`src/sv/compass_heading_calibrated_macros.svh`:
```
// assertion macros shared by the compass heading rtl
// no dependencies; files that check properties include this header
`ifndef COMPASS_HEADING_CALIBRATED_MACROS_SVH
`define COMPASS_HEADING_CALIBRATED_MACROS_SVH

`ifndef ASSERT_OFF

// property checked at every clock edge outside reset
`define CHC_ASSERT(name, clk, rst, prop, msg) \
   name: assert property (@(posedge clk) disable iff (rst) prop) else $error(msg);

// property checked at every clock edge, reset included
`define CHC_ASSERT_ALWAYS(name, clk, prop, msg) \
   name: assert property (@(posedge clk) prop) else $error(msg);

`else

`define CHC_ASSERT(name, clk, rst, prop, msg)
`define CHC_ASSERT_ALWAYS(name, clk, prop, msg)

`endif

`endif

```
`src/sv/chc_pkg.sv`:
```
// constants, flag type and arctangent table of the compass heading block
// no dependencies; used by the channel interfaces and every module
package chc_pkg;

   localparam int CHC_CORDIC_STAGES = 16;
   localparam int CHC_SAMPLE_BITS   = 12;

   localparam int RAW_W       = 12;
   localparam int TIME_W      = 32;
   localparam int DECL_W      = 15;
   localparam int HEADING_W   = 15;
   localparam int ANGLE_W     = 24;
   localparam int CSR_ADDR_W  = 8;
   localparam int CSR_DATA_W  = 32;

   localparam logic [TIME_W-1:0]         WINDOW_RESET = 32'd10000;
   localparam logic signed [DECL_W-1:0]  DECL_RESET   = 15'sd151;
   // 180 degrees in 1/16384 degree
   localparam logic signed [ANGLE_W-1:0] ANG_180      = 24'sd2949120;
   localparam logic [HEADING_W-1:0]      FULL_TURN    = 15'd23040;

   localparam logic [CSR_ADDR_W-1:0] CSR_WINDOW      = 8'd0;
   localparam logic [CSR_ADDR_W-1:0] CSR_DECLINATION = 8'd1;

   localparam logic OP_SAMPLE  = 1'b0;
   localparam logic OP_RESTART = 1'b1;

   typedef struct packed {
      logic calibrating;
      logic heading_ok;
      logic at_origin;
   } chc_flags_type;

   // atan(2^-i) in 1/16384 degree, rounded to nearest
   function automatic logic signed [ANGLE_W-1:0] chc_atan(input int unsigned stage);
      case (stage)
         0:  return 24'sd737280;
         1:  return 24'sd435242;
         2:  return 24'sd229970;
         3:  return 24'sd116736;
         4:  return 24'sd58595;
         5:  return 24'sd29326;
         6:  return 24'sd14667;
         7:  return 24'sd7334;
         8:  return 24'sd3667;
         9:  return 24'sd1833;
         10: return 24'sd917;
         11: return 24'sd458;
         12: return 24'sd229;
         13: return 24'sd115;
         14: return 24'sd57;
         15: return 24'sd29;
         16: return 24'sd14;
         17: return 24'sd7;
         18: return 24'sd4;
         19: return 24'sd2;
         20: return 24'sd1;
         default: return '0;
      endcase
   endfunction

endpackage

```
`src/sv/chc_wrap.sv`:
```
// output stage: declination, rounding to 1/64 degree, wrap into one turn
// depends on chc_pkg
module chc_wrap import chc_pkg::*; (
   input  logic                      clock,
   input  logic                      reset,
   input  logic                      in_valid,
   output logic                      in_ready,
   input  chc_flags_type             in_flags,
   input  logic signed [ANGLE_W-1:0] in_z,
   input  logic signed [DECL_W-1:0]  declination,
   output logic                      out_valid,
   input  logic                      out_ready,
   output logic [HEADING_W-1:0]      heading,
   output logic                      heading_valid,
   output logic                      calibrating
);

   localparam int SUM_W = ANGLE_W + 2;
   localparam int HW    = SUM_W - 8;
   localparam logic signed [SUM_W-1:0] ROUND_HALF = SUM_W'(128);
   localparam logic signed [HW-1:0]    TURN       = HW'(FULL_TURN);

   logic signed [SUM_W-1:0]  z_ext, decl_ext, sum;
   logic signed [HW-1:0]     deg, wrapped;
   logic [HEADING_W-1:0]     heading_in;
   logic                     valid_ff;
   logic [HEADING_W-1:0]     heading_ff;
   logic                     heading_valid_ff;
   logic                     calibrating_ff;

   assign in_ready = !valid_ff || out_ready;

   always_comb begin
      z_ext    = in_flags.at_origin ? '0 : SUM_W'(in_z);
      decl_ext = SUM_W'(declination);
      sum      = z_ext + (decl_ext <<< 8) + ROUND_HALF;
      deg      = sum[SUM_W-1:8];
      // value lies within two turns either side of zero
      if (deg < -TURN) begin
         wrapped = deg + (TURN <<< 1);
      end else if (deg < 0) begin
         wrapped = deg + TURN;
      end else if (deg >= TURN) begin
         wrapped = deg - TURN;
      end else begin
         wrapped = deg;
      end
      heading_in = in_flags.heading_ok ? wrapped[HEADING_W-1:0] : '0;
   end

   always_ff @(posedge clock) begin
      if (reset) begin
         valid_ff <= 1'b0;
      end else if (in_ready) begin
         valid_ff <= in_valid;
      end
   end

   always_ff @(posedge clock) begin
      if (in_valid && in_ready) begin
         heading_ff       <= heading_in;
         heading_valid_ff <= in_flags.heading_ok;
         calibrating_ff   <= in_flags.calibrating;
      end
   end

   assign out_valid     = valid_ff;
   assign heading       = heading_ff;
   assign heading_valid = heading_valid_ff;
   assign calibrating   = calibrating_ff;

endmodule

```
`config.mk`:
```
export PLATFORM = sky130hd
export DESIGN_NAME = chc_wrap
export DESIGN_NICKNAME = d
export VERILOG_FILES = /design/src/sv/compass_heading_calibrated_macros.svh /design/src/sv/chc_pkg.sv /design/src/sv/chc_wrap.sv
export SDC_FILE = /design/constraint.sdc
export NUM_CORES = 1
export LEC_CHECK = 0
export BUFFER_PORTS_ARGS = -buffer_cell sky130_fd_sc_hd__buf_4
export CELL_PAD_IN_SITES_DETAIL_PLACEMENT = 1
export CELL_PAD_IN_SITES_GLOBAL_PLACEMENT = 1
export CORE_ASPECT_RATIO = 1.2
export CORE_UTILIZATION = 40
export DETAILED_ROUTE_END_ITERATION = 7
export PLACE_DENSITY_LB_ADDON = 0.1
export SYNTH_ARGS = -nofsm -noshare
export SYNTH_HDL_FRONTEND = slang
export SYNTH_SLANG_ARGS = --single-unit
```
`constraint.sdc`:
```
create_clock -name clock -period 4.5 [get_ports clock]
set_input_delay 0.45 -clock clock [delete_from_list [all_inputs] [get_ports clock]]
set_output_delay 0.45 -clock clock [all_outputs]
set_load 0.02 [all_outputs]
```
==> metrics <==
highest metal used=met4; DIE WIDTH=72.5 microns; Seq. cell area=531 sq um; endpoints failing setup=0; main flop type after synthesis=edfxtp_1; Layout Skew=roughly 5.1 ps; Clock Path Buffers=2; clock latency at the later pin of the worst-skew pair=250 ps; die area=roughly 6300 sq um; core footprint=5710 sq um; most frequent cells in the layout=63 x buf_4, 23 x nand2_1, 22 x ha_1; Worst Setup SP=in_flags[0]; synthesized flop and latch total=18; CP required=roughly 4500 ps; commonest non-fill, non-tap cell in the layout=buf_4; Synth Instances=270; Yosys Warn Count=0; worst setup margin=approximately 470 ps; initial antenna violation count=0; Reg2Reg Launch Point=out_valid$_SDFFE_PP0N_; outcome=complete, no violations; Vias=roughly 2200; synthesis-to-layout area growth=22.9%; GRT Resource Usage Total=0.200; cts hold-fix bufs=0; R2R cell count=2; Top Ports=65; net count after synthesis=339; HP Class=input pin to flop; Comb power frac=0.575; P_sw=0.299 mW; Netlist Area Pre-Place=roughly 2400 sq um; layout cells sized above 1=0.278; fraction of synthesized cell area taken by the top area cell type=0.214; static leakage power=1.27 nW; Seq/Total Area, Yosys=0.222; met3 routed wirelength=163 microns; clock-pin slew on the worst setup and hold paths=60 ps; GRT overflow=0; Die Y-Extent=86.6 microns; CP Launch Type=input pin; Multi-input gate area=1750 sq um; period utilization=0.894; WP data arrival=4020 ps; Critical Path Fanout Max=18; Seq pwr share=0.280; drt total wl=5900 microns; Yosys top cell by area=edfxtp_1; RSZ-0062 raised after global routing=no; DRC violations left=0; Crit path largest cell delay=490 ps; Clk pwr share=0.146; CP max-delay cell=or4_1; setup TNS=0 ps; post_cts resized=0; Hold Vio Cnt, Final=0; largest net degree at the start of global routing=19; routed wl met2=3100 microns; r2r setup slk=3140 ps; Post-CTS Setup Repair Bufs=0; Root Driver=clkbuf_8; Starting Density=0.418; Via-to-Cell Ratio=5.50; DR WL/cell=14.6 microns; Tot Pwr=0.760 mW; Critical Path End=heading[12]$_SDFFCE_PN0P_; row cnt=30; maxcap violations=0; ys async rst share=0; NumNets Final=a little under 400; critical-path cell list=buf_4, and2b_1, ha_1, a21oi_2, a21oi_1, or4_1, a31oi_1, xnor2_1, inv_1, ha_1, nand4b_1, a2111o_1, a211oi_2, nand4_2, a21oi_1, a32oi_1, mux2i_1; Slew Limit Fails=0; Net Sw Frac=0.393; Pwr Density=259 nW/um^2; Worst Setup End Kind=flop; fill cell count=699; minimum clock period=4030 ps; first-pass GRT wire length=10200 microns; CTS Buf Count=3; DRT iter0 DRCs=74; number of synthesized flops with an enable pin=17; Util after Layout=0.514; Yosys cell types=66; capturing point of the worst reg2reg path=heading[6]$_SDFFCE_PN0P_; Worst-Margin Slew=808 ps; gpl congestion=about 0.86; fmax=248 MHz; vias in the first global route=2281; CTS tree=yes; DP HPWL=5100 microns; Max transition margin=0.461; worst slack at placement=between 150 and 200 ps; Pint=between 0.4 and 0.5 mW; DRT met1 WL=roughly 2600 microns; Ant. Diodes=0; Mean Syn Cell Area=roughly 8.8 sq um; synth top area cells=edfxtp_1 21%, ha_1 12%, a21oi_1 4.4%; Peak VDD IR=about 0.00012 V; TritonRoute pass-1 iters=4; port bufs=between 50 and 60; CP Class=input pin to flop; H-tree levels=1; Antenna Violating Nets Remaining=0; CTS Sinks=18
-- Yosys cell counts (4+ instances only) --
| library cell | instances |
|---|---|
| nor2_1 | 14 |
| clkbuf_1 | 5 |
| nand3_1 | 7 |
| nor2b_1 | 11 |
| ha_1 | 22 |
| a211oi_2 | 4 |
| and2_1 | 7 |
| o211ai_1 | 4 |
| nand2_1 | 23 |
| a211o_1 | 4 |
| nor3_1 | 5 |
| a21o_1 | 5 |
| edfxtp_1 | 17 |
| a31oi_1 | 7 |
| o21ai_0 | 14 |
| and2b_1 | 6 |
| or3_1 | 4 |
| xnor2_1 | 10 |
| a21oi_1 | 21 |
| inv_1 | 9 |
| buf_2 | 4 |
-- logic make-up after synthesis --
group,share of synthesized area
DFF,0.222
AOI/OAI and AO/OA,0.282
buffers and inverters,0.0446
adders and majority gates,0.124
muxes,0.0225
xor gates and xnor gates,0.0624
and+or+nand+nor,0.243
-- through the flow --
stage / std cells / hold slack [ps] / area, sq um
2_1_floorplan: 270 / 519 / 2390
5_1_grt: 404 / 351 / 2930
3_5_place_dp: 400 / 518 / 2890
4_1_cts: 404 / 353 / 2930
6_report: 404 / 352 / 2930
3_3_place_gp: 400 / 504 / 2890
-- critical path: cells and delay by family --
family,cells,cell delay (ps)
AO/OA/AOI/OAI,7,1540
adder cells (fa/ha/maj),2,510
XOR/XNOR,1,110
AND/OR/NAND/NOR,4,950
buffers and inverters,2,290
multiplexers,1,170
-- metal layers --
metal	up-vias	GRT usage
met4	0	0.0321
met2	51	0.397
met1	1053	0.234
met5	-	0
met3	4	0.0128
li1	1115	-
-- flip-flops by register name, summed over array words and instances, names as in the netlist --
signal         flops
calibrating        1
heading_valid      1
out_valid          1
heading           15
-- area by class of cell --
cell class	instances	share of cell area
sequential	18	0.181
multi-input combinational	230	0.597
tap	80	0.0341
clock buffer	4	0.0154
inverter	9	0.0115
timing repair buffer	63	0.161
-- power groups by stage --
stage | registers [mW] | clock network [mW] | logic (mW)
finish | 0.213 | 0.111 | 0.437
global route | 0.214 | 0.118 | 0.483
detailed placement | 0.217 | 0 | 0.438
global placement | 0.216 | 0 | 0.430
floorplan | 0.240 | 0 | 0.290
CTS | 0.213 | 0.112 | 0.439
-- how the worst min path moves through the flow --
stage | from | endpoint | slack, ps | cells after the start
2_1_floorplan | reset | out_valid$_SDFFE_PP0N_ | 520 | 1
5_1_grt | reset | out_valid$_SDFFE_PP0N_ | 350 | 2
6_report | reset | out_valid$_SDFFE_PP0N_ | 350 | 2
3_3_place_gp | out_valid$_SDFFE_PP0N_ | out_valid$_SDFFE_PP0N_ | 500 | 2
4_1_cts | reset | out_valid$_SDFFE_PP0N_ | 350 | 2
3_5_place_dp | out_valid$_SDFFE_PP0N_ | out_valid$_SDFFE_PP0N_ | 520 | 2
No activity file was read; power rests on OpenSTA's default activity.
