## src/sv/compass_heading_calibrated_macros.svh

```systemverilog
// assertion macros shared by the compass heading rtl
// no dependencies; files that check properties include this header
`ifndef COMPASS_HEADING_CALIBRATED_MACROS_SVH
`define COMPASS_HEADING_CALIBRATED_MACROS_SVH

`ifndef ASSERT_OFF

// property checked at every clock edge outside reset
`define CHC_ASSERT(name, clk, rst, prop, msg) \
   name: assert property (@(posedge clk) disable iff (rst) prop) else $error(msg);

// property checked at every clock edge, reset included
`define CHC_ASSERT_ALWAYS(name, clk, prop, msg) \
   name: assert property (@(posedge clk) prop) else $error(msg);

`else

`define CHC_ASSERT(name, clk, rst, prop, msg)
`define CHC_ASSERT_ALWAYS(name, clk, prop, msg)

`endif

`endif

```

## src/sv/chc_pkg.sv

```systemverilog
// constants, flag type and arctangent table of the compass heading block
// no dependencies; used by the channel interfaces and every module
package chc_pkg;

   localparam int CHC_CORDIC_STAGES = 16;
   localparam int CHC_SAMPLE_BITS   = 12;

   localparam int RAW_W       = 12;
   localparam int TIME_W      = 32;
   localparam int DECL_W      = 15;
   localparam int HEADING_W   = 15;
   localparam int ANGLE_W     = 24;
   localparam int CSR_ADDR_W  = 8;
   localparam int CSR_DATA_W  = 32;

   localparam logic [TIME_W-1:0]         WINDOW_RESET = 32'd10000;
   localparam logic signed [DECL_W-1:0]  DECL_RESET   = 15'sd151;
   // 180 degrees in 1/16384 degree
   localparam logic signed [ANGLE_W-1:0] ANG_180      = 24'sd2949120;
   localparam logic [HEADING_W-1:0]      FULL_TURN    = 15'd23040;

   localparam logic [CSR_ADDR_W-1:0] CSR_WINDOW      = 8'd0;
   localparam logic [CSR_ADDR_W-1:0] CSR_DECLINATION = 8'd1;

   localparam logic OP_SAMPLE  = 1'b0;
   localparam logic OP_RESTART = 1'b1;

   typedef struct packed {
      logic calibrating;
      logic heading_ok;
      logic at_origin;
   } chc_flags_type;

   // atan(2^-i) in 1/16384 degree, rounded to nearest
   function automatic logic signed [ANGLE_W-1:0] chc_atan(input int unsigned stage);
      case (stage)
         0:  return 24'sd737280;
         1:  return 24'sd435242;
         2:  return 24'sd229970;
         3:  return 24'sd116736;
         4:  return 24'sd58595;
         5:  return 24'sd29326;
         6:  return 24'sd14667;
         7:  return 24'sd7334;
         8:  return 24'sd3667;
         9:  return 24'sd1833;
         10: return 24'sd917;
         11: return 24'sd458;
         12: return 24'sd229;
         13: return 24'sd115;
         14: return 24'sd57;
         15: return 24'sd29;
         16: return 24'sd14;
         17: return 24'sd7;
         18: return 24'sd4;
         19: return 24'sd2;
         20: return 24'sd1;
         default: return '0;
      endcase
   endfunction

endpackage

```

## src/sv/chc_cordic_cell.sv

```systemverilog
// one vectoring cordic cell: a shift-add micro-rotation and its angle step
// depends on chc_pkg
module chc_cordic_cell import chc_pkg::*; #(
   parameter int STAGE  = 0,
   parameter int DATA_W = 2 * CHC_SAMPLE_BITS + 5
) (
   input  logic                      clock,
   input  logic                      reset,
   input  logic                      in_valid,
   output logic                      in_ready,
   input  chc_flags_type             in_flags,
   input  logic signed [DATA_W-1:0]  in_x,
   input  logic signed [DATA_W-1:0]  in_y,
   input  logic signed [ANGLE_W-1:0] in_z,
   output logic                      out_valid,
   input  logic                      out_ready,
   output chc_flags_type             out_flags,
   output logic signed [DATA_W-1:0]  out_x,
   output logic signed [DATA_W-1:0]  out_y,
   output logic signed [ANGLE_W-1:0] out_z
);

   localparam logic signed [ANGLE_W-1:0] STEP = chc_atan(STAGE);

   logic                      valid_ff;
   chc_flags_type             flags_ff;
   logic signed [DATA_W-1:0]  x_ff, y_ff, x_in, y_in, dx, dy;
   logic signed [ANGLE_W-1:0] z_ff, z_in;
   logic                      rot_neg;

   assign in_ready = !valid_ff || out_ready;

   always_comb begin
      dx      = in_y >>> STAGE;
      dy      = in_x >>> STAGE;
      // rotate clockwise while y is above the axis
      rot_neg = !in_y[DATA_W-1] && (in_y != '0);
      if (rot_neg) begin
         x_in = in_x + dx;
         y_in = in_y - dy;
         z_in = in_z + STEP;
      end else begin
         x_in = in_x - dx;
         y_in = in_y + dy;
         z_in = in_z - STEP;
      end
   end

   always_ff @(posedge clock) begin
      if (reset) begin
         valid_ff <= 1'b0;
      end else if (in_ready) begin
         valid_ff <= in_valid;
      end
   end

   always_ff @(posedge clock) begin
      if (in_valid && in_ready) begin
         x_ff     <= x_in;
         y_ff     <= y_in;
         z_ff     <= z_in;
         flags_ff <= in_flags;
      end
   end

   assign out_valid = valid_ff;
   assign out_flags = flags_ff;
   assign out_x     = x_ff;
   assign out_y     = y_ff;
   assign out_z     = z_ff;

endmodule

```

## config.mk

```make
export PLATFORM = sky130hd
export DESIGN_NAME = chc_cordic_cell
export DESIGN_NICKNAME = d
export VERILOG_FILES = /design/src/sv/compass_heading_calibrated_macros.svh /design/src/sv/chc_pkg.sv /design/src/sv/chc_cordic_cell.sv
export SDC_FILE = /design/constraint.sdc
export NUM_CORES = 1
export LEC_CHECK = 0
export ABC_CLOCK_PERIOD_IN_PS = 3400
export BUFFER_PORTS_ARGS = -buffer_cell sky130_fd_sc_hd__buf_2
export CAP_MARGIN = 5
export CORE_MARGIN = 3
export CORE_UTILIZATION = 51
export DETAILED_ROUTE_END_ITERATION = 7
export GPL_TIMING_DRIVEN = 0
export PLACE_DENSITY_LB_ADDON = 0.12
export SLEW_MARGIN = 25
export SYNTH_ARGS = -nofsm -noshare
export SYNTH_HDL_FRONTEND = slang
export SYNTH_SLANG_ARGS = --single-unit
export TNS_END_PERCENT = 20
```

## constraint.sdc

```tcl
create_clock -name clock -period 3.4 [get_ports clock]
set_input_delay 0.17 -clock clock [delete_from_list [all_inputs] [get_ports clock]]
set_output_delay 0.17 -clock clock [all_outputs]
set_load 0.01 [all_outputs]
```

==> metrics.csv <==
stage,metric,value,unit
worst_hold_path,hold_path_class,input port to register,
logic_synthesis,syn_nets,1067,
logic_synthesis,syn_avg_cell_area,8.87,µm²
finish,fillers,1306,
grt,grt_first_pass_wirelength,38600,µm
logic_synthesis,syn_inst,882,
placed_design,post_dp_cell_area,8950,µm²
setup_path,cp.required,3.50,ns
placed_design,dp_hpwl,19800,µm
logic_synthesis,synth_edf_count,84,
setup_path,critical_path_class,input port to register,
floorplanning,start_util,53.0,%
clock_tree,cts_sinks,85,
grt,grt_max_degree,45,
timing,slew_viol_final,0,
detailed_routing,firstDrtPassIters,5,
floorplanning,core_area,14800,µm²
logic_synthesis,ys.flop_type,edfxtp_1,
floorplanning,rows,44,
timing,setup_viol,0,
setup_path,path_delay_family,compound AO/OA/AOI/OAI gates,
finish,final_cell_area,9560,µm²
run,cap_viol_max_count,0,
finish,syn_to_final_growth,22.3,%
grt,grt_pass1_vias,7077,
timing,fin_ws,0.221,ns
floorplanning,ioPinCount,176,
detailed_routing,vias,7668,
clock_tree,cts_max_path_buffers,2,
logic_synthesis,yosys_warnings,0,
setup_path,critPathArrivalTime,3.28,ns
placed_design,dp_slack,-1.44,ns
floorplanning,die-area,16900,µm²
timing,rsz0062_at_grt,no,
setup_path,cp_slowest_stage_delay,0.37,ns
timing,fin_crit_sh,93.5,%
setup_path,worstPathMaxFanout,13,
finish,multiInputGateArea,4810,µm²
floorplanning,die_h,130,µm
power,leakagePower,4.25,nW
timing,max_freq,0.315,GHz
power,peakVddDrop,0.259,mV
detailed_routing,postRouteAntennaNets,0,
setup_path,worst_path_max_delay_cell,nor4_4,
timing,worstMarginPinSlew,0.818,ns
timing,clock-skew-final,0.0101,ns
detailed_routing,drt-initial-drc-count,848,
finish,diodes,0,
power,power_density,401,nW/µm²
detailed_routing,viasPerCell,6.00,
clock_tree,insertion_delay,0.36,ns
finish,ff_latch_area,2540,µm²
setup_path,crit_path_end_kind,register,
logic_synthesis,seq_area_frac_synth,32.5,%
clock_tree,htreeDepth,3,
logic_synthesis,netlist_area,7820,µm²
setup_path,critPathBufInv,3,
finish,fin_util,64.8,%
finish,layout-drive-gt1-share,21.3,%
timing,layout_min_cycle_time,3.18,ns
floorplanning,fp.dieW,130,µm
run_status,status,completed,
setup_path,crit_top_cell,o21ai_0,
placed_design,place_inst,1242,
placed_design,routabilityCongestion,0.983,
clock_tree,cts_inserted_buffers,9,
logic_synthesis,async_flop_share,0,%
clock_tree,clkTransAtPathRegs,0.06,ns
grt,overflow,0,
detailed_routing,wl_per_cell,20.2,µm
logic_synthesis,synth-seq-cells,85,
grt,antenna_found_initial,0,
detailed_routing,wl,25700,µm
timing,slew_headroom,45.5,%
detailed_routing,drc,0,
timing,fin_setup_tns,0,ns
setup_path,crit_chain,"buf_2, nor4_4, nand4_1, o21bai_4, clkinvlp_4, clkbuf_4, ha_1, nor2b_1, o21ai_0, a21boi_0, o21ai_0, nand2b_1, a21o_1, a21oi_1, xnor2_1",
timing,finalHoldViolCount,0,
clock_tree,cts_root_buf,clkbuf_16,
finish,finalNetCount,1273,
logic_synthesis,synthDistinctLibCells,70,
clock_tree,cts_tree,built,
grt,grtUsageTotal,29.8,%
placed_design,io_buffers,175,
finish,instances_no_fill,1277,
setup_path,start_kind,input port,
## logic make-up (layout without fill, tap and decap cells)
group,Yosys count,in the layout,share of synthesized area (%)
multiplexers,8,8,1.02
AND/OR/NAND/NOR,206,206,12.8
flip-flops,85,85,32.5
AO/OA/AOI/OAI,286,286,24.0
buffers and inverters,139,350,6.99
adder cells (fa/ha/maj),96,96,15.7
XOR/XNOR,62,62,6.94
## path summary, 6_finish.rpt
kind                  start   endpoint  slack [ns]  cells after the start
setup / recovery    in_y[4]  out_z[22]        0.22                     15
hold / removal      in_z[6]   out_z[6]       0.008                      1
setup reg to reg  out_valid   out_y[4]        1.73                      3
hold reg to reg   out_valid  out_valid        0.57                      2
## synthesized netlist by cell type, types with 3 or more instances
library cell | n | area [µm²]
nor2_1 | 65 | 244
buf_1 | 7 | 26.3
o21ai_1 | 7 | 35.0
nand4_1 | 7 | 43.8
o31ai_1 | 13 | 97.6
nand2b_1 | 13 | 81.3
nor4_1 | 15 | 93.8
ha_1 | 92 | 1150
nor2b_1 | 5 | 31.3
nor3_1 | 17 | 85.1
o211ai_1 | 13 | 97.6
a21o_1 | 17 | 128
a211oi_1 | 13 | 97.6
o21ai_0 | 57 | 285
and3_1 | 4 | 25.0
or4_1 | 3 | 22.5
edfxtp_1 | 84 | 2520
xnor2_1 | 58 | 508
clkbuf_1 | 21 | 78.8
o22ai_1 | 5 | 31.3
a221oi_1 | 7 | 61.3
and2_1 | 4 | 25.0
inv_1 | 98 | 368
mux2i_1 | 8 | 80.1
xor2_1 | 4 | 35.0
a31oi_1 | 4 | 25.0
nand2_1 | 48 | 180
fa_1 | 4 | 80.1
o21bai_1 | 11 | 82.6
or3_1 | 6 | 37.5
o31a_1 | 4 | 35.0
a211o_1 | 3 | 26.3
o21a_1 | 3 | 22.5
nand3b_1 | 5 | 37.5
o41a_1 | 3 | 33.8
a21oi_1 | 96 | 480
buf_2 | 11 | 55.1
nand3_1 | 8 | 40.0
## registers in the layout, indices dropped and copies added (netlist names)
| register | cells |
|---|---|
| out_y | 29 |
| out_z | 24 |
| out_flags | 3 |
| out_x | 28 |
| out_valid | 1 |
## cell usage in the layout (no fill, tap or decap), types with 10 or more instances in the layout
cell type / count
ha_1: 92
nor2_1: 65
dlygate4sd3_1: 17
o21ai_0: 57
o21bai_1: 10
nor3_1: 17
nand2b_1: 13
o31ai_1: 13
a21o_1: 17
edfxtp_1: 84
a21oi_1: 96
xnor2_1: 58
o211ai_1: 13
inv_1: 97
buf_2: 186
a211oi_1: 13
clkbuf_1: 18
nand2_1: 48
## area by class of cell
class / count / area share [%]
repair buffers: 196 / 11.4
clock inverters: 6 / 0.903
clock buffers: 10 / 2.50
flip-flops and latches: 85 / 26.6
well taps: 184 / 2.41
multi-input cells: 658 / 50.3
inverters: 98 / 3.89
plain buffers: 40 / 1.99
## through the flow
stage / hold slack [ns] / power (mW)
after global routing: 0.0108 / 4.00
final: 0.00816 / 3.83
after detailed placement: 0.348 / 2.70
after global placement: 0.331 / 2.69
after floorplan: 0.239 / 2.24
after CTS: 0.000246 / 3.80
## routing by layer
layer	wire (µm)	GRT usage [%]
met5	0	0
met4	624	9.23
met3	2590	5.69
met2	11300	46.0
met1	11200	42.4
## power by group
part	total, mW	internal [mW]	leakage [nW]	switching [mW]
registers	1.36	1.33	0.821	0.0296
clock network	1.09	0.662	0.158	0.428
logic	1.38	0.524	3.27	0.858
total	3.83	2.52	4.25	1.32
## timing repair
| action | in CTS | in global routing |
|---|---|---|
| setup endpoints to repair | 7 | 2 |
| hold endpoints to repair | 15 | 2 |
| resized for setup | 12 | 10 |
| buffers inserted | 0 | 3 |
| cloned | 0 | 0 |
| hold buffers | 15 | 2 |
Power figures use the tool's default switching activity.
