===== config.mk =====
export PLATFORM = sky130hd
export DESIGN_NAME = chc_scale
export DESIGN_NICKNAME = d
export VERILOG_FILES = /design/src/sv/compass_heading_calibrated_macros.svh /design/src/sv/chc_pkg.sv /design/src/sv/chc_scale.sv
export SDC_FILE = /design/constraint.sdc
export NUM_CORES = 1
export LEC_CHECK = 0
export BUFFER_PORTS_ARGS = -buffer_cell sky130_fd_sc_hd__buf_2
export CAP_MARGIN = 5
export CORE_ASPECT_RATIO = 1.4
export CORE_UTILIZATION = 65
export DETAILED_ROUTE_END_ITERATION = 8
export GPL_ROUTABILITY_DRIVEN = 0
export PLACE_DENSITY = 0.83
export SYNTH_ARGS = -nofsm -noshare
export SYNTH_HDL_FRONTEND = slang
export SYNTH_SLANG_ARGS = --single-unit

===== constraint.sdc =====
create_clock -name clock -period 25.2 [get_ports clock]
set_input_delay 3.78 -clock clock [delete_from_list [all_inputs] [get_ports clock]]
set_output_delay 3.78 -clock clock [all_outputs]
set_load 0.005 [all_outputs]

===== src/sv/compass_heading_calibrated_macros.svh =====
// assertion macros shared by the compass heading rtl
// no dependencies; files that check properties include this header
`ifndef COMPASS_HEADING_CALIBRATED_MACROS_SVH
`define COMPASS_HEADING_CALIBRATED_MACROS_SVH

`ifndef ASSERT_OFF

// property checked at every clock edge outside reset
`define CHC_ASSERT(name, clk, rst, prop, msg) \
   name: assert property (@(posedge clk) disable iff (rst) prop) else $error(msg);

// property checked at every clock edge, reset included
`define CHC_ASSERT_ALWAYS(name, clk, prop, msg) \
   name: assert property (@(posedge clk) prop) else $error(msg);

`else

`define CHC_ASSERT(name, clk, rst, prop, msg)
`define CHC_ASSERT_ALWAYS(name, clk, prop, msg)

`endif

`endif


===== src/sv/chc_pkg.sv =====
// constants, flag type and arctangent table of the compass heading block
// no dependencies; used by the channel interfaces and every module
package chc_pkg;

   localparam int CHC_CORDIC_STAGES = 16;
   localparam int CHC_SAMPLE_BITS   = 12;

   localparam int RAW_W       = 12;
   localparam int TIME_W      = 32;
   localparam int DECL_W      = 15;
   localparam int HEADING_W   = 15;
   localparam int ANGLE_W     = 24;
   localparam int CSR_ADDR_W  = 8;
   localparam int CSR_DATA_W  = 32;

   localparam logic [TIME_W-1:0]         WINDOW_RESET = 32'd10000;
   localparam logic signed [DECL_W-1:0]  DECL_RESET   = 15'sd151;
   // 180 degrees in 1/16384 degree
   localparam logic signed [ANGLE_W-1:0] ANG_180      = 24'sd2949120;
   localparam logic [HEADING_W-1:0]      FULL_TURN    = 15'd23040;

   localparam logic [CSR_ADDR_W-1:0] CSR_WINDOW      = 8'd0;
   localparam logic [CSR_ADDR_W-1:0] CSR_DECLINATION = 8'd1;

   localparam logic OP_SAMPLE  = 1'b0;
   localparam logic OP_RESTART = 1'b1;

   typedef struct packed {
      logic calibrating;
      logic heading_ok;
      logic at_origin;
   } chc_flags_type;

   // atan(2^-i) in 1/16384 degree, rounded to nearest
   function automatic logic signed [ANGLE_W-1:0] chc_atan(input int unsigned stage);
      case (stage)
         0:  return 24'sd737280;
         1:  return 24'sd435242;
         2:  return 24'sd229970;
         3:  return 24'sd116736;
         4:  return 24'sd58595;
         5:  return 24'sd29326;
         6:  return 24'sd14667;
         7:  return 24'sd7334;
         8:  return 24'sd3667;
         9:  return 24'sd1833;
         10: return 24'sd917;
         11: return 24'sd458;
         12: return 24'sd229;
         13: return 24'sd115;
         14: return 24'sd57;
         15: return 24'sd29;
         16: return 24'sd14;
         17: return 24'sd7;
         18: return 24'sd4;
         19: return 24'sd2;
         20: return 24'sd1;
         default: return '0;
      endcase
   endfunction

endpackage


===== src/sv/chc_scale.sv =====
// second stage: spans, centring and cross-multiplied scaling of the sample
// depends on chc_pkg
module chc_scale import chc_pkg::*; #(
   parameter int SAMPLE_BITS = CHC_SAMPLE_BITS,
   parameter int DATA_W      = 2 * CHC_SAMPLE_BITS + 5
) (
   input  logic                          clock,
   input  logic                          reset,
   input  logic                          in_valid,
   output logic                          in_ready,
   input  chc_flags_type                 in_flags,
   input  logic signed [SAMPLE_BITS-1:0] in_x,
   input  logic signed [SAMPLE_BITS-1:0] in_y,
   input  logic signed [SAMPLE_BITS-1:0] in_x_low,
   input  logic signed [SAMPLE_BITS-1:0] in_x_high,
   input  logic signed [SAMPLE_BITS-1:0] in_y_low,
   input  logic signed [SAMPLE_BITS-1:0] in_y_high,
   output logic                          out_valid,
   input  logic                          out_ready,
   output chc_flags_type                 out_flags,
   output logic signed [DATA_W-1:0]      out_x,
   output logic signed [DATA_W-1:0]      out_y
);

   localparam int SW = SAMPLE_BITS + 1;
   localparam int CW = SAMPLE_BITS + 2;
   localparam int PW = 2 * SAMPLE_BITS + 3;

   logic signed [SW-1:0]     span_x, span_y;
   logic signed [CW-1:0]     cen_x, cen_y;
   logic signed [PW-1:0]     prod_x, prod_y;
   logic                     span_ok;
   logic                     valid_ff;
   chc_flags_type            flags_ff;
   logic signed [DATA_W-1:0] x_ff, y_ff;

   assign in_ready = !valid_ff || out_ready;

   always_comb begin
      span_x  = SW'(in_x_high) - SW'(in_x_low);
      span_y  = SW'(in_y_high) - SW'(in_y_low);
      // doubled sample minus doubled midpoint
      cen_x   = (CW'(in_x) <<< 1) - (CW'(in_x_low) + CW'(in_x_high));
      cen_y   = (CW'(in_y) <<< 1) - (CW'(in_y_low) + CW'(in_y_high));
      prod_x  = PW'(cen_x) * PW'(span_y);
      prod_y  = PW'(cen_y) * PW'(span_x);
      span_ok = !span_x[SW-1] && (span_x != '0) && !span_y[SW-1] && (span_y != '0);
   end

   always_ff @(posedge clock) begin
      if (reset) begin
         valid_ff <= 1'b0;
      end else if (in_ready) begin
         valid_ff <= in_valid;
      end
   end

   always_ff @(posedge clock) begin
      if (in_valid && in_ready) begin
         x_ff     <= DATA_W'(prod_x);
         y_ff     <= DATA_W'(prod_y);
         flags_ff <= '{calibrating: in_flags.calibrating,
                       heading_ok:  in_flags.heading_ok && span_ok,
                       at_origin:   1'b0};
      end
   end

   assign out_valid = valid_ff;
   assign out_flags = flags_ff;
   assign out_x     = x_ff;
   assign out_y     = y_ff;

endmodule


==> impl_table.tex, run 1 <==
\begin{tabular}{lr}
\hline
Metric & Value \\
\hline
\multicolumn{2}{l}{\textbf{Worst setup path}} \\
Most frequent cell on the critical path & fa\_1 \\
Flop-to-flop setup slack & 23.66 ns \\
Reg-to-Reg Start & out\_valid \\
Startpoint kind of the worst setup timing path & input pin \\
Category of the worst setup path capture point & flop \\
Critical path type & in -> reg \\
CP required & $\sim$25 ns \\
Biggest fanout along the worst timing path & 7 \\
Max stage delay on crit path & roughly 0.59 ns \\
Depth of the worst register-to-register path & 3 \\
Reg-to-reg critical path endpoint & out\_x[19] \\
Delay-heaviest family, CP & adder cells \\
Critical path's slowest cell & xor2\_1 \\
Arrival time at the worst endpoint & 12.30 ns \\
Combined buffer and inverter count along the critical path & 6 \\
\multicolumn{2}{l}{\textbf{Timing}} \\
Fin crit share & 0.483 \\
Final number of hold-violating endpoints & 0 \\
Relative slew slack & 0.195 \\
Final Max Slew Viols & 0 \\
Aggregate negative setup slack & 0 ns \\
Setup-failing EPs final & 0 \\
Clock period minus worst slack & between 10 and 15 ns \\
Skew final & approximately 0.007 ns \\
Timing-limited maximum frequency & roughly 82 MHz \\
Unrepaired setup endpoints after global routing & no \\
Slew @ Worst Pin & approximately 1.2 ns \\
\multicolumn{2}{l}{\textbf{Final layout}} \\
Area of the multi-input gates & 0.0152 mm2 \\
Highest-count cells in the layout ignoring fill and taps & inv\_1, fa\_1, ha\_1 \\
Synth-to-layout area growth & 7.87\% \\
Final Cell Area & $\sim$0.02 mm2 \\
Storage cell area & approximately 0.0017 mm2 \\
Most common library cell in the layout ignoring fill and taps & inv\_1 \\
Share of post-route cells with drive strength above 1 & 0.0988 \\
Layout fillers & approximately 2000 \\
Total Nets Final & roughly 2800 \\
\multicolumn{2}{l}{\textbf{Global routing}} \\
Number of global-route vias before repair & 15855 \\
Global route overflow & 0 \\
Overall fraction of global-route tracks in use & 0.331 \\
Initial antenna violation count & 1 \\
First-pass GRT wire length & 74000 um \\
Pin count of the biggest net entering global routing & 57 \\
\multicolumn{2}{l}{\textbf{Floorplanning}} \\
Placeable Area & around 0.028 mm2 \\
I/O Pins & 142 \\
Standard-cell rows & 72 \\
Effective utilization at floorplan & 0.667 \\
Die X & roughly 140 um \\
Height of the die & approximately 200 um \\
Die area & about 0.029 mm2 \\
\multicolumn{2}{l}{\textbf{Yosys}} \\
Yosys warns & 0 \\
Sequential fraction of the synthesis area & 0.0917 \\
Gate count after technology mapping & 1980 \\
Proportion of register bits with asynchronous set or reset after synthesis & 0 \\
Post-synthesis register bit count & 57 \\
Number of nets produced by synthesis & around 2600 \\
Number of synthesized flops with an enable pin & 56 \\
Number of distinct library cell variants in the gate-level netlist after synthesis & 73 \\
Post-Syn Area & around 0.019 mm2 \\
Commonest register cell after synthesis & edfxtp\_1 \\
Average cell area after synthesis & 9.37 um2 \\
\multicolumn{2}{l}{\textbf{Route}} \\
Number of remaining DRC errors & 0 \\
Antenna viol nets, final & 0 \\
Total wire length & around 44000 um \\
Drt wl/cell & 17.7 um \\
First drt pass iteration count & 6 \\
Total number of vias & 14390 \\
Post-DR vias/cell & just under 6 \\
First-iteration detailed-routing DRC count & 822 \\
\multicolumn{2}{l}{\textbf{Clock network}} \\
Maximum level of the CTS H-tree & 3 \\
Number of sinks driven by the clock tree & 57 \\
Cts repair resizes & 0 \\
Buffers from clock root to sink, at most & 2 \\
Post-CTS Setup Bufs & 0 \\
Buffer type at the clock tree root & clkbuf\_16 \\
Clock insertion delay at the later pin of the skew report & around 0.38 ns \\
Hold\_buf cts & 0 \\
CTS tree & done \\
Clock input transition at the sequential cells of the worst setup and hold paths & roughly 0.06 ns \\
Number of buffers created by CTS & 9 \\
\multicolumn{2}{l}{\textbf{Min path}} \\
Hold Path Origin & out\_valid \\
Destination of the worst hold path & out\_valid \\
Tightest Hold Check Type & reg -> reg \\
Count of cells along the worst hold path & 2 \\
\multicolumn{2}{l}{\textbf{Placement}} \\
Post-DP Area & slightly below 0.02 mm2 \\
Buffers added on ports & 139 \\
DP Wirelength & between 30000 and 40000 um \\
\multicolumn{2}{l}{\textbf{Flow run}} \\
Maximum capacitance violations & 0 \\
\multicolumn{2}{l}{\textbf{Run status}} \\
Status & finished clean \\
\hline
\end{tabular}
routing by layer:
layer	up-vias	routed length (um)	share of wire	GRT usage
met3	232	2170	0.049	0.0519
met5	-	0	0	0
met1	7159	14900	0.34	0.340
li1	6442	-	-	-
met2	557	23300	0.53	0.598
met4	0	3550	0.081	0.239
metrics by stage:
stage                     cells  setup slack [ns]  utilization  hold WS (ns)
after global routing       2486             12.67        0.719         0.539
after detailed placement   2470             12.77        0.708         0.507
after CTS                  2486             13.11        0.719         0.515
final                      2487             13.02        0.719         0.512
after floorplan            1980             13.91            -         0.522
after global placement     2470             12.86        0.708         0.482
Yosys cell counts, types with 4 or more instances:
cell type / instances / area (um2)
inv_1: 383 / 1440
xor2_1: 49 / 429
nor2b_1: 12 / 75.1
nand4_1: 4 / 25.0
ha_1: 225 / 2820
nor2_1: 195 / 732
and3_1: 9 / 56.3
nand3_1: 13 / 65.1
nand2b_1: 28 / 175
clkbuf_1: 30 / 113
and2_1: 29 / 181
buf_4: 6 / 45.0
o21bai_1: 7 / 52.6
o22ai_1: 6 / 37.5
nor3_1: 16 / 80.1
or3_1: 11 / 68.8
o31ai_1: 7 / 52.6
a31oi_1: 10 / 62.6
edfxtp_1: 56 / 1680
o2111a_1: 4 / 45.0
nor4_1: 7 / 43.8
or2_2: 6 / 37.5
a21oi_1: 69 / 345
a21o_1: 30 / 225
a211oi_1: 9 / 67.6
o21ai_0: 31 / 155
o21a_1: 14 / 105
xnor2_1: 87 / 762
fa_1: 359 / 7190
a31o_2: 5 / 43.8
o211ai_1: 8 / 60.1
nand2_1: 199 / 747
worst reg2reg max path, stage by stage (launching register included):
cell and delay, ns:
dfxtp_1 0.30, nand2b_1 0.09, and2_2 0.14, buf_4 0.59
cell type report:
| class | count | area share |
|---|---|---|
| well taps | 370 | 0.0231 |
| inverters | 383 | 0.0718 |
| clock buffers | 9 | 0.0112 |
| repair buffers | 161 | 0.0430 |
| diodes | 1 | 0.000125 |
| multi-input cells | 1499 | 0.761 |
| flip-flops and latches | 57 | 0.0850 |
| clock inverters | 7 | 0.00469 |
cell families (layout without fill, tap and decap cells):
group,after synthesis,after routing,share of synthesized area
AOI/OAI and AO/OA,226,226,0.0823
xor gates and xnor gates,139,139,0.0668
adders and majority gates,584,584,0.539
buffers and inverters,424,560,0.0874
DFF,57,57,0.0917
muxes,2,2,0.00115
other,1,2,0.000202
and+or+nand+nor,547,547,0.131
state kept, by name (all words and copies together) (netlist names):
register / count
out_flags: 2
out_valid: 1
out_x: 27
out_y: 27
worst max path at each step:
stage	start	end	depth (start not counted)
floorplan	in_x_low[3]	out_x[25]	30
global placement	in_x_low[4]	out_x[25]	31
detailed placement	in_x_low[3]	out_x[25]	31
CTS	in_x_low[3]	out_x[25]	31
global route	in_x_low[3]	out_x[25]	31
finish	in_x_low[3]	out_x[25]	31
Power of run 1 is left out: the tool's default activity adds up to more than one toggle a clock period on the data nets, which glitch-free logic cannot reach.
==> run 2: changes to the inputs <==
CORE_UTILIZATION = 64   (was 65)
PLACE_DENSITY = 0.82   (was 0.83)
clock period = 12.3 ns   (was 25.2 ns; I/O delays follow)
==> impl_table.tex, run 2 (same netlist as run 1, synthesis figures left out) <==
\begin{tabular}{lr}
\hline
Metric & Value \\
\hline
\multicolumn{2}{l}{\textbf{Run status}} \\
Status & finished clean \\
\multicolumn{2}{l}{\textbf{Final layout}} \\
Layout fillers & 2151 \\
Highest-count cells in the layout ignoring fill and taps & inv\_1, fa\_1, ha\_1 \\
Total Nets Final & approximately 2800 \\
Share of post-route cells with drive strength above 1 & 0.0987 \\
Storage cell area & about 0.0017 mm2 \\
Most common library cell in the layout ignoring fill and taps & inv\_1 \\
Synth-to-layout area growth & 7.82\% \\
Area of the multi-input gates & 0.0152 mm2 \\
\multicolumn{2}{l}{\textbf{Timing}} \\
Setup-failing EPs final & 0 \\
Slew @ Worst Pin & 1.16 ns \\
Final number of hold-violating endpoints & 0 \\
Clock period minus worst slack & 10.12 ns \\
Relative slew slack & 0.222 \\
Aggregate negative setup slack & 0 ns \\
Skew final & slightly above 0.006 ns \\
Fin crit share & 0.823 \\
Timing-limited maximum frequency & roughly 99 MHz \\
Final Max Slew Viols & 0 \\
Unrepaired setup endpoints after global routing & no \\
\multicolumn{2}{l}{\textbf{Floorplanning}} \\
Placeable Area & $\sim$0.028 mm2 \\
Height of the die & between 200 and 250 um \\
Effective utilization at floorplan & 0.651 \\
Die area & 0.0297 mm2 \\
Standard-cell rows & between 70 and 80 \\
I/O Pins & 142 \\
Die X & around 150 um \\
\multicolumn{2}{l}{\textbf{Worst setup path}} \\
Critical path type & in -> reg \\
Depth of the worst register-to-register path & 3 \\
Startpoint kind of the worst setup timing path & input pin \\
Reg-to-reg critical path endpoint & out\_x[19] \\
CP Launch Point & in\_x\_low[0] \\
Reg-to-Reg Start & out\_valid \\
Max stage delay on crit path & 0.61 ns \\
Combined buffer and inverter count along the critical path & 8 \\
Delay-heaviest family, CP & adder cells \\
Critical path's slowest cell & xor2\_1 \\
CP required & about 12 ns \\
Flop-to-flop setup slack & 10.75 ns \\
Endpoint of the worst setup timing path & out\_x[25] \\
Levels on crit path & 33 \\
Category of the worst setup path capture point & flop \\
Biggest fanout along the worst timing path & 11 \\
Arrival time at the worst endpoint & just over 10 ns \\
\multicolumn{2}{l}{\textbf{Global routing}} \\
Pin count of the biggest net entering global routing & 57 \\
Initial antenna violation count & 1 \\
Overall fraction of global-route tracks in use & 0.317 \\
Number of global-route vias before repair & approximately 16000 \\
First-pass GRT wire length & approximately 73000 um \\
Global route overflow & 0 \\
\multicolumn{2}{l}{\textbf{Clock network}} \\
Buffer type at the clock tree root & clkbuf\_16 \\
Number of buffers created by CTS & 9 \\
Clock insertion delay at the later pin of the skew report & around 0.38 ns \\
Maximum level of the CTS H-tree & 3 \\
Cts repair resizes & 0 \\
CTS tree & done \\
Hold\_buf cts & 0 \\
Number of sinks driven by the clock tree & 57 \\
Clock input transition at the sequential cells of the worst setup and hold paths & 0.06 ns \\
Post-CTS Setup Bufs & 0 \\
Buffers from clock root to sink, at most & 2 \\
\multicolumn{2}{l}{\textbf{Route}} \\
Number of remaining DRC errors & 0 \\
Antenna viol nets, final & 0 \\
First-iteration detailed-routing DRC count & $\sim$830 \\
Post-DR vias/cell & approximately 5.7 \\
Drt wl/cell & 17.4 um \\
First drt pass iteration count & 6 \\
Total number of vias & between 10000 and 15000 \\
Total wire length & approximately 43000 um \\
\multicolumn{2}{l}{\textbf{Placement}} \\
DP Wirelength & around 37000 um \\
Buffers added on ports & 139 \\
\multicolumn{2}{l}{\textbf{Min path}} \\
Tightest Hold Check Type & reg -> reg \\
\multicolumn{2}{l}{\textbf{Flow run}} \\
Maximum capacitance violations & 0 \\
\hline
\end{tabular}
run 2: changes by cell type in the layout (fill, tap and decap cells not counted):
cell and delta:
buf_4 +1, bufinv_16 -1, clkinv_1 +1, clkinv_2 -1
clkinvlp_4 +1
run 2: stage by stage:
stage | utilization | std cells | instance area [um2] | setup WS, ns | hold WS, ns
after detailed placement | 0.692 | 2476 | 19700 | 1.83 | 0.521
after CTS | 0.702 | 2492 | 20000 | 2.21 | 0.529
after global routing | 0.702 | 2492 | 20000 | 1.73 | 0.570
final | 0.702 | 2493 | 20000 | 2.18 | 0.522
after global placement | 0.692 | 2476 | 19700 | 1.98 | 0.482
after floorplan | - | 1980 | 18600 | 2.95 | 0.522
run 2: metal layers:
layer  track usage  wire, um
met1         0.313     14200
met2         0.584     23000
met3        0.0568      2540
met4         0.247      3500
met5             0         0
run 2: how the worst min path moves through the flow:
stage                          from   endpoint  depth (start not counted)
final                     out_valid  out_valid                          2
after global routing      out_valid  out_valid                          2
after CTS                 out_valid  out_valid                          2
after detailed placement  out_valid  out_valid                          2
after floorplan           out_valid  out_valid                          2
after global placement    out_valid  out_valid                          2
run 2: worst min-delay path: stages (launching register included):
cell	delay [ns]
dfxtp_1	0.31
nand2b_1	0.10
a21oi_1	0.08
run 2: area by class of cell:
class,instances,area share
multi-input cells,1499,0.761
flip-flops and latches,57,0.0850
inverters,383,0.0718
repair buffers,162,0.0434
well taps,375,0.0234
clock buffers,9,0.0113
clock inverters,7,0.00350
diodes,1,0.000125
Power of run 2 is left out for the same reason.
==> run 3: changes to the inputs <==
CORE_UTILIZATION = 58   (was 64)
PLACE_DENSITY = 0.78   (was 0.82)
clock period = 9 ns   (was 12.3 ns; I/O delays follow)
==> impl_table.tex, run 3 (same netlist as run 1, synthesis figures left out) <==
\begin{tabular}{lr}
\hline
Metric & Value \\
\hline
\multicolumn{2}{l}{\textbf{Clock network}} \\
Hold\_buf cts & 0 \\
Buffers from clock root to sink, at most & 2 \\
Clock input transition at the sequential cells of the worst setup and hold paths & around 0.07 ns \\
Maximum level of the CTS H-tree & 3 \\
Number of sinks driven by the clock tree & 57 \\
Buffer type at the clock tree root & clkbuf\_16 \\
Number of buffers created by CTS & 9 \\
Clock insertion delay at the later pin of the skew report & $\sim$0.38 ns \\
CTS tree & done \\
\multicolumn{2}{l}{\textbf{Final layout}} \\
Synth-to-layout area growth & 14.1\% \\
Storage cell area & 0.00170 mm2 \\
Most common library cell in the layout ignoring fill and taps & inv\_1 \\
Layout fillers & between 2000 and 2500 \\
Share of post-route cells with drive strength above 1 & 0.159 \\
Highest-count cells in the layout ignoring fill and taps & inv\_1, fa\_1, ha\_1 \\
Total Nets Final & a little under 3000 \\
Area of the multi-input gates & roughly 0.015 mm2 \\
\multicolumn{2}{l}{\textbf{Route}} \\
First-iteration detailed-routing DRC count & around 790 \\
Total number of vias & 14837 \\
Post-DR vias/cell & 5.61 \\
Number of remaining DRC errors & 0 \\
Antenna viol nets, final & 0 \\
Drt wl/cell & around 18 um \\
First drt pass iteration count & 5 \\
Total wire length & $\sim$47000 um \\
\multicolumn{2}{l}{\textbf{Timing}} \\
Relative slew slack & 0.196 \\
Skew final & between 0.01 and 0.015 ns \\
Final number of hold-violating endpoints & 0 \\
Final Max Slew Viols & 0 \\
Slew @ Worst Pin & between 1 and 1.5 ns \\
Setup-failing EPs final & 0 \\
Timing-limited maximum frequency & roughly 110 MHz \\
Fin crit share & 0.968 \\
Clock period minus worst slack & approximately 8.7 ns \\
Final setup slack of the worst path & 0.291 ns \\
\multicolumn{2}{l}{\textbf{Worst setup path}} \\
Biggest fanout along the worst timing path & 4 \\
Delay-heaviest family, CP & adder cells \\
Arrival time at the worst endpoint & approximately 8.8 ns \\
Combined buffer and inverter count along the critical path & 7 \\
CP required & slightly above 9 ns \\
Critical path's slowest cell & fa\_1 \\
Startpoint kind of the worst setup timing path & input pin \\
Category of the worst setup path capture point & flop \\
Max stage delay on crit path & $\sim$0.58 ns \\
Most frequent cell on the critical path & fa\_1 \\
Critical path type & in -> reg \\
\multicolumn{2}{l}{\textbf{Floorplanning}} \\
Placeable Area & between 0.03 and 0.04 mm2 \\
Standard-cell rows & 77 \\
I/O Pins & 142 \\
Die area & 0.0327 mm2 \\
Height of the die & around 210 um \\
Effective utilization at floorplan & 0.589 \\
Die X & 153 um \\
\multicolumn{2}{l}{\textbf{Global routing}} \\
Pin count of the biggest net entering global routing & 57 \\
Number of global-route vias before repair & between 15000 and 20000 \\
Overall fraction of global-route tracks in use & 0.312 \\
Global route overflow & 0 \\
Initial antenna violation count & 2 \\
First-pass GRT wire length & between 70000 and 80000 um \\
\multicolumn{2}{l}{\textbf{Placement}} \\
Buffers added on ports & roughly 140 \\
Dpl ws & -0.262 ns \\
DP Wirelength & about 40000 um \\
\multicolumn{2}{l}{\textbf{Min path}} \\
Tightest Hold Check Type & reg -> reg \\
\multicolumn{2}{l}{\textbf{Flow run}} \\
Maximum capacitance violations & 0 \\
\multicolumn{2}{l}{\textbf{Run status}} \\
Status & finished clean \\
\hline
\end{tabular}
-- run 3: cell count changes in the layout (fill, tap and decap cells not counted), sizes merged --
cell | before | now
bufinv | 1 | 3
inv | 384 | 383
clkinvlp | 3 | 0
diode | 1 | 3
clkinv | 2 | 3
buf | 162 | 290
clkbuf | 9 | 10
-- run 3: layer usage --
metal | vias up | track usage | wire [um]
met5 | - | 0 | 0
met1 | 7334 | 0.307 | 15600
li1 | 6715 | - | -
met2 | 564 | 0.588 | 25400
met4 | 0 | 0.225 | 3540
met3 | 224 | 0.0574 | 2680
-- run 3: path summary, 6_finish.rpt --
kind         cells after the start  slack, ns    startpoint        end
max                             29       0.29  in_x_high[3]  out_x[26]
max reg2reg                      3       7.47     out_valid  out_x[20]
min                              2       0.51     out_valid  out_valid
min reg2reg                      2       0.51     out_valid  out_valid
-- run 3: stage by stage --
step / instances / hold slack (ns) / setup TNS (ns) / cell area [um2] / utilization
after CTS: 2639 / 0.521 / 0 / 21000 / 0.668
after global routing: 2641 / 0.562 / -0.00188 / 21200 / 0.672
final: 2643 / 0.511 / 0 / 21200 / 0.672
after global placement: 2623 / 0.482 / -0.487 / 20700 / 0.657
after floorplan: 1980 / 0.522 / 0 / 18600 / -
after detailed placement: 2623 / 0.513 / -1.35 / 20700 / 0.657
-- run 3: worst min-delay path: cells and delay by family, from the launching register on --
kind	cells	cell delay (ns)
AOI/OAI and AO/OA	1	0.07
DFF	1	0.31
and+or+nand+nor	1	0.09
-- run 3: cell type report --
type                            instances  area share
Antenna cell                            3    0.000354
Clock buffer                           10      0.0108
Clock inverter                          6     0.00502
Inverter                              383      0.0679
Multi-Input combinational cell       1499       0.725
Sequential cell                        57      0.0803
Tap cell                              395      0.0233
Timing Repair Buffer                  290      0.0869
-- run 3: repair_timing --
item,in CTS,in global routing
setup buffers,0,1
gates resized for setup,0,29
setup endpoints to repair,0,14
Power of run 3 is left out for the same reason.
